`src/rtl/pfba_pkg.sv`:
```
// pfba_pkg: shared constants, payload structs and control structs for the
// page frame bitmap allocator; no dependencies
package pfba_pkg;

  localparam int FRAME_COUNT = 32768;
  localparam int PAGE_SHIFT  = 12;
  localparam int MAP_BYTES   = (FRAME_COUNT + 7) / 8;
  localparam int MAP_AW      = $clog2(MAP_BYTES);
  localparam int MAP_CW      = MAP_AW + 1;
  localparam int FMIN_W      = 33 - PAGE_SHIFT;
  localparam int FMAX_W      = 32 - PAGE_SHIFT;
  localparam int CFG_IDX_W   = 2;

  localparam logic [7:0] FULL_BYTE = 8'hFF;

  localparam logic OP_ALLOC = 1'b0;
  localparam logic OP_FREE  = 1'b1;

  localparam logic [1:0] ST_OK         = 2'd0;
  localparam logic [1:0] ST_NONE       = 2'd1;
  localparam logic [1:0] ST_MISALIGNED = 2'd2;
  localparam logic [1:0] ST_RANGE      = 2'd3;

  localparam logic [CFG_IDX_W-1:0] CFG_LOW_ADDRESS  = 2'd0;
  localparam logic [CFG_IDX_W-1:0] CFG_HIGH_ADDRESS = 2'd1;

  typedef struct packed {
    logic        opcode;
    logic [31:0] address;
  } in_t;

  typedef struct packed {
    logic [31:0] page_address;
    logic [1:0]  status;
  } out_t;

  typedef struct packed {
    logic clr_wr;
    logic take;
    logic scan_rd;
    logic free_rd;
    logic wr_alloc;
    logic wr_free;
    logic res_none;
    logic res_bad;
    logic out_load;
  } cmd_t;

  typedef struct packed {
    logic clr_done;
    logic win_empty;
    logic free_bad;
    logic hit;
    logic last;
    logic more;
  } sts_t;

endpackage

```
`src/rtl/pfba_ctrl.sv`:
```
// pfba_ctrl: sequencer for bitmap clear, first-fit scan and free
// depends on pfba_pkg; commands pfba_datapath
module pfba_ctrl (
  input  logic           clk,
  input  logic           rst,
  input  logic           in_valid,
  input  logic           in_opcode,
  input  logic           out_ready,
  input  pfba_pkg::sts_t sts,
  output logic           in_ready,
  output logic           out_valid,
  output pfba_pkg::cmd_t cmd
);

  localparam logic [2:0] S_CLEAR    = 3'd0;
  localparam logic [2:0] S_IDLE     = 3'd1;
  localparam logic [2:0] S_SCAN     = 3'd2;
  localparam logic [2:0] S_FREE_CHK = 3'd3;
  localparam logic [2:0] S_FREE_WR  = 3'd4;
  localparam logic [2:0] S_RESP     = 3'd5;

  logic [2:0] state;
  logic [2:0] state_next;
  logic       in_xfer;

  assign in_ready = state == S_IDLE;
  assign in_xfer  = in_valid && in_ready;

  always_comb begin
    cmd        = '0;
    state_next = state;
    case (state)
      S_CLEAR: begin
        cmd.clr_wr = 1'b1;
        if (sts.clr_done) begin
          state_next = S_IDLE;
        end
      end
      S_IDLE: begin
        if (in_xfer) begin
          cmd.take = 1'b1;
          if (in_opcode == pfba_pkg::OP_FREE) begin
            state_next = S_FREE_CHK;
          end else if (sts.win_empty) begin
            cmd.res_none = 1'b1;
            state_next   = S_RESP;
          end else begin
            state_next = S_SCAN;
          end
        end
      end
      S_SCAN: begin
        if (sts.hit) begin
          cmd.wr_alloc = 1'b1;
          state_next   = S_RESP;
        end else if (sts.last) begin
          cmd.res_none = 1'b1;
          state_next   = S_RESP;
        end else if (sts.more) begin
          cmd.scan_rd = 1'b1;
        end
      end
      S_FREE_CHK: begin
        if (sts.free_bad) begin
          cmd.res_bad = 1'b1;
          state_next  = S_RESP;
        end else begin
          cmd.free_rd = 1'b1;
          state_next  = S_FREE_WR;
        end
      end
      S_FREE_WR: begin
        cmd.wr_free = 1'b1;
        state_next  = S_RESP;
      end
      S_RESP: begin
        if (!out_valid || out_ready) begin
          cmd.out_load = 1'b1;
          state_next   = S_IDLE;
        end
      end
      default: begin
        state_next = S_IDLE;
      end
    endcase
  end

  always_ff @(posedge clk) begin
    if (rst) begin
      state     <= S_CLEAR;
      out_valid <= 1'b0;
    end else begin
      state <= state_next;
      if (cmd.out_load) begin
        out_valid <= 1'b1;
      end else if (out_ready) begin
        out_valid <= 1'b0;
      end
    end
  end

  a_no_overwrite: assert property (@(posedge clk) disable iff (rst)
    cmd.out_load |-> (!out_valid || out_ready))
    else $error("result loaded over an untaken result");

  a_alloc_on_hit: assert property (@(posedge clk) disable iff (rst)
    cmd.wr_alloc |-> (state == S_SCAN) && sts.hit)
    else $error("allocation write without a free bit found");

  a_scan_in_window: assert property (@(posedge clk) disable iff (rst)
    cmd.scan_rd |-> sts.more && !sts.win_empty)
    else $error("scan read outside the window");

  a_clear_exit: assert property (@(posedge clk) disable iff (rst)
    (state == S_CLEAR) |=> (state == S_CLEAR) || (state == S_IDLE))
    else $error("clear pass left to a busy state");

endmodule

```
`config.mk`:
```
export PLATFORM = sky130hd
export DESIGN_NAME = pfba_ctrl
export DESIGN_NICKNAME = d
export VERILOG_FILES = /design/src/rtl/pfba_pkg.sv /design/src/rtl/pfba_ctrl.sv
export SDC_FILE = /design/constraint.sdc
export NUM_CORES = 1
export LEC_CHECK = 0
export BUFFER_PORTS_ARGS = -buffer_cell sky130_fd_sc_hd__buf_2
export CORE_AREA = 2 2 39 41
export DETAILED_ROUTE_END_ITERATION = 8
export DIE_AREA = 0 0 41 43
export GPL_ROUTABILITY_DRIVEN = 0
export HOLD_SLACK_MARGIN = 0.05
export SETUP_SLACK_MARGIN = 0.5
export SLEW_MARGIN = 20
export SYNTH_ARGS = -nofsm -noshare
export SYNTH_HDL_FRONTEND = slang
export SYNTH_SLANG_ARGS = --single-unit
```
`constraint.sdc`:
```
create_clock -name clk -period 1.2 [get_ports clk]
set_clock_uncertainty 0.05 [all_clocks]
set_input_delay 0.06 -clock clk [delete_from_list [all_inputs] [get_ports clk]]
set_output_delay 0.06 -clock clk [all_outputs]
set_load 0.05 [all_outputs]
```
==> reports/metrics.cfg, run 1 <==
[clock_tree]
cts_tree = yes
clkSinkCount = 4
clkTransAtPathRegs_ns = 0.04
cts_made_buffers = 3
cts_root_buf = clkbuf_4
htreeDepth = 1
cts_buffer_depth = 2
insertion_delay_ns = 0.24

[worst_hold_path]
hold_path_class = in2reg
holdPathEnd = state[1]
worstHoldStart = rst
whs_path_depth = 2

[pwr]
power_density_nw_per_um2 = 760.1
peakVddDrop_mv = 0.3253
total_power_uw = 687.6
p_leak_uw = 0.0003847

[global_routing]
grt_pass1_vias = 489
grt_start_max_net_pins = 11
grt_pass1_wl_mm = 2.001
overflow = 0
grt_usage_pct = 16.58
antenna_found_initial = 0

[critical_path]
worst-path-buf-inv = 1
crit_type = reg2out
critPathMaxFanout = 3
crit_arrival_ns = 1.36
crit_chain = nand2b_1 > or3b_4 > a21oi_4 > buf_6
crit_slowest_cell = or3b_4
cp.depth = 4
r2r_slack_ns = -0.07
cp_slowest_stage_delay_ns = 0.39
ff2ff_path_depth = 3
end_kind = output pin
cp-start-kind = register
critical-path-top-delay-family = simple AND/OR/NAND/NOR gates
reg2reg_to = state[1]
worstPathRequired_ns = 1.09
rr_startpoint = state[2]

[final_layout]
utilization_pct = 65.37
drive_above_1_share_pct = 76.40
area_growth_syn_to_layout_pct = 142.6
diodes = 0
finalNonFillerCells = 105
multi_input_comb_area_um2 = 387.9
nets = 101
layout_commonest_cell = buf_4
final_cell_mix = buf_4, buf_2, buf_6
register_area_um2 = 92.59
nFillCells = 119

[sta]
relSlewSlack_pct = 84.02
setup_viol = 12
hold_viol_final = 2
fin_tns_setup_ns = -1.706
fin_ws_ns = -0.2735
whs_ns = -0.03464
min_period_over_period_pct = 122.8
rsz0062_at_grt = yes
final_max_slew_viol_count = 0
worst_slew_pin_slew_ns = 0.2392
fin_crit_ns = 1.473
max_freq_mhz = 678.7

[route]
wl_mm = 1.224
ant_nets = 0
first_pass_iters = 4
via_per_inst = 4.733
drt_iter0_markers = 6
drc = 0
vias = 497
avgRoutedWirePerCell_um = 11.66

[floorplanning]
initial_core_util_pct = 26.94
die_y_um = 43
core_um2 = 1384
dieArea_um2 = 1763
rows = 14
die_w_um = 41
ios = 22

[logic_synthesis]
yosysUniqueCellTypes = 28
netlist_instances = 48
synth_fp_nets = 59
synth.avg_cell_area_um2 = 7.768
ys_ff_latch = 4
yosysWarnings = 0
yosysSeqAreaShare_pct = 21.48
synth.cell_area_um2 = 372.9

[placed_design]
dp_slack_ns = -0.2079
placed_cells = 92
hpwl_um = 882.1
io_buffers = 21

[outcome]
violations = negative hold slack, negative setup slack
status = finished with violations

[run]
cap_violations = 0

## worst reg2reg max path, delay by kind of cell, from the launching register on
| kind | cells | cell delay, ns |
|---|---|---|
| AOI/OAI and AO/OA | 1 | 0.14 |
| buffers and inverters | 1 | 0.14 |
| DFF | 1 | 0.36 |
| and+or+nand+nor | 1 | 0.51 |
## cells in the mapped netlist
library cell	count	area share, %
nor2b_1	3	5.0
o2111ai_1	1	2.3
nand2_1	4	4.0
or3b_2	1	2.3
and2_1	2	3.4
and2b_1	1	2.0
buf_6	2	6.0
a2111oi_2	1	4.0
a21oi_1	3	4.0
and3_1	1	1.7
o21a_1	1	2.0
o21bai_1	1	2.0
a21o_1	2	4.0
nand2b_1	3	5.0
inv_1	2	2.0
nor3b_2	1	3.4
nor2_1	3	3.0
or4_1	1	2.0
a21bo_1	1	2.7
nor4_1	1	1.7
nand3b_1	1	2.0
a211oi_1	1	2.0
dfxtp_1	4	21
buf_2	1	1.3
and3b_1	1	2.3
nand4b_1	1	2.3
nor3_1	3	4.0
or2_1	1	1.7
## layer usage
layer  up-vias  part of all wire, %  track usage, %
met1       221                   43           19.03
met2        15                   53           27.50
met4         0                  1.2           8.000
met5         -                    0               0
met3         2                  2.9           3.141
li1        259                    -               -
## flip-flops by register name, summed over array words and instances (netlist names)
name,count
state,3
out_valid,1
## logic make-up after synthesis
| kind of cell | share of synthesized area, % |
|---|---|
| and+or+nand+nor | 45.98 |
| AOI/OAI and AO/OA | 23.15 |
| buffers and inverters | 9.395 |
| DFF | 21.48 |
## through the flow
stage	area [um2]	hold WS (ns)
5_1_grt	904.6	-0.03434
6_report	904.6	-0.03464
3_5_place_dp	661.9	0.2122
4_1_cts	869.6	-0.04053
3_3_place_gp	661.9	0.2128
2_1_floorplan	483.0	0.06936
## report_power, final
part	internal, uW	switching, uW	leakage, uW
clock network	125	65.4	0.0000150
registers	140	19.1	0.0000352
logic	174	164	0.000335
total	439	249	0.000385
## how the worst max path moves through the flow
stage,to,startpoint
after global routing,cmd[2],state[1]
after floorplan,cmd[7],state[1]
after CTS,cmd[2],state[1]
after global placement,cmd[2],state[1]
after detailed placement,cmd[2],state[1]
final,cmd[2],state[1]
## final cells by class
| type | count | share of cell area, % |
|---|---|---|
| clock buffers | 4 | 2.905 |
| inverters | 2 | 0.8299 |
| multi-input cells | 39 | 42.88 |
| flip-flops and latches | 4 | 10.24 |
| well taps | 16 | 2.213 |
| repair buffers | 40 | 40.94 |
## timing repair
action,CTS,global route
endpoints found under the setup margin,15,15
setup buffers,9,0
gates resized for setup,36,8
pin swaps,11,6
hold endpoints to repair,2,2
No activity file was read; power rests on OpenSTA's default activity.
==> run 2: changes to the inputs <==
--- a/constraint.sdc
+++ b/constraint.sdc
@@ -3,3 +3,3 @@
 set_input_delay 0.06 -clock clk [delete_from_list [all_inputs] [get_ports clk]]
 set_output_delay 0.06 -clock clk [all_outputs]
-set_load 0.05 [all_outputs]
+set_load 0.01 [all_outputs]
==> reports/metrics.cfg, run 2 (synthesis gave the netlist of run 1 again) <==
[final_layout]
layout_commonest_cell = buf_2
top_regs = state x3, out_valid x1
register_area_um2 = 92.59  ; unchanged
top_register = state
drive_above_1_share_pct = 65.38  ; -11 points
nFillCells = 125  ; +5.0%
nets = 90  ; -11%
final_cell_mix = buf_2, buf_4, buf_6
area_growth_syn_to_layout_pct = 81.54
diodes = 0  ; unchanged
multi_input_comb_area_um2 = 339.1  ; -13%
utilization_pct = 48.92  ; -16 points
largest_reg_flops = 3  ; unchanged

[sta]
whs_ns = -0.04225  ; -0.007608 ns
rsz0062_at_grt = yes
worst_slew_pin_slew_ns = 0.2297  ; -0.009521 ns
final_max_slew_viol_count = 0  ; unchanged
hold_viol_final = 2  ; unchanged
fin_ws_ns = -0.2163  ; +0.05713 ns
relSlewSlack_pct = 84.57  ; +0.55 points
fin_crit_ns = 1.416  ; -0.05713 ns
fin_tns_setup_ns = -1.119  ; +0.5864 ns
setup_viol = 10  ; -2
min_period_over_period_pct = 118.0  ; -4.8 points
max_freq_mhz = 706.0  ; +4.0%

[route]
drt_iter0_markers = 3  ; -3
ant_nets = 0  ; unchanged
drc = 0  ; unchanged
wl_mm = 1.112  ; -9.2%
avgRoutedWirePerCell_um = 11.83  ; +1.5%
met1Wirelength_um = 457  ; -13%
first_pass_iters = 4  ; unchanged
via_per_inst = 4.883  ; +3.2%
met3_length_um = 49  ; +40%
vias = 459  ; -7.6%
dr_wl_met2_um = 563  ; -13%
top_layer = met4

[pwr]
power_density_nw_per_um2 = 782.1  ; +2.9%
p_leak_uw = 0.0003014  ; -22%
seqPwrFrac_pct = 30.8  ; +7.7 points
swShare_pct = 32.07  ; -4.1 points
clockPowerShare_pct = 36.6  ; +8.8 points
comb_power_share_pct = 32.6  ; -16 points
p_switching_uw = 169.8  ; -32%
total_power_uw = 529.4  ; -23%
peakVddDrop_mv = 0.3840  ; +18%
internal_power_uw = 359.6  ; -18%

[global_routing]
grt_usage_pct = 13.94  ; -2.6 points
grt_pass1_vias = 411  ; -16%
grt_pass1_wl_mm = 1.642  ; -18%
grt_start_max_net_pins = 13  ; +2
overflow = 0  ; unchanged
antenna_found_initial = 0  ; unchanged

[clock_tree]
insertion_delay_ns = 0.25  ; about the same
cts_tree = yes
cts_made_buffers = 3  ; unchanged
cts_root_buf = clkbuf_4
htreeDepth = 1  ; unchanged
clkSinkCount = 4  ; unchanged
cts_buffer_depth = 2  ; unchanged
clkTransAtPathRegs_ns = 0.04  ; about the same

[critical_path]
cp-start-kind = register
rr_startpoint = state[1]
crit_type = reg2out
critPathMaxFanout = 3  ; unchanged
crit_arrival_ns = 1.31  ; -0.05 ns
reg2reg_to = state[0]
ff2ff_path_depth = 5  ; +2
end_kind = output pin
worstPathRequired_ns = 1.09  ; about the same
r2r_slack_ns = -0.07  ; about the same

[run]
cap_violations = 0  ; unchanged

[floorplanning]
rows = 14  ; unchanged
ios = 22  ; unchanged
core_um2 = 1384  ; unchanged
initial_core_util_pct = 26.94  ; unchanged
die_w_um = 41  ; unchanged
dieArea_um2 = 1763  ; unchanged
die_y_um = 43  ; unchanged

[outcome]
status = finished with violations
violations = negative hold slack, negative setup slack

[worst_hold_path]
whs_path_depth = 2  ; unchanged
holdPathEnd = out_valid
worstHoldStart = rst
hold_path_class = in2reg

[placed_design]
io_buffers = 21  ; unchanged
hpwl_um = 802  ; -9.1%
dp_slack_ns = -0.07545  ; +0.1324 ns

## run 2: cell count changes in the layout (fill, tap and decap cells not counted), moves of 5 or more
| cell | before | now |
|---|---|---|
| buf_4 | 13 | 6 |
| buf_2 | 10 | 18 |
| buf_8 | 6 | 0 |
| buf_6 | 10 | 5 |
## run 2: worst max path at each step
stage	from	slack, ns	cells past startpoint	end
after floorplan	state[0]	0.02	3	state[1]
after global placement	state[1]	-0.04	4	cmd[2]
after detailed placement	state[1]	-0.08	4	cmd[2]
after CTS	state[1]	-0.20	5	cmd[2]
after global routing	state[1]	-0.26	5	cmd[2]
final	state[1]	-0.22	5	cmd[2]
## run 2: power groups by stage
stage	registers, uW	logic [uW]	clock network (uW)
final	163	172	194
after global routing	165	187	206
after CTS	162	157	196
after detailed placement	163	145	0
after global placement	163	144	0
after floorplan	151	105	0
## run 2: area by class of cell
type                            count  area share, %
Multi-Input combinational cell     39          50.09
Timing Repair Buffer               29          28.28
Tap cell                           16          2.957
Sequential cell                     4          13.68
Clock buffer                        4          3.882
Inverter                            2          1.109
## run 2: routing by layer
layer  track usage (%)  vias to the layer above
li1                  -                      230
met1             16.03                      210
met2             22.19                       15
met3             1.571                        4
met4             10.00                        0
met5                 0                        -
## run 2: worst max-delay path, stage by stage, from the launching register on
cell      delay, ns
dfxtp_4        0.35
buf_6          0.12
and2b_1        0.20
nand4b_1       0.12
a21oi_2        0.15
buf_2          0.13
## run 2: what timing repair did
item,CTS,global route
endpoints found under the hold margin,2,2
setup endpoints to repair,15,15
pin swaps,4,1
buffers inserted,1,1
gates resized for setup,8,8
## run 2: metrics by stage
stage / area, um2 / instances
after floorplan: 424.2 / 48
after global placement: 560.5 / 88
after detailed placement: 560.5 / 88
after CTS: 626.9 / 93
after global routing: 676.9 / 94
final: 676.9 / 94
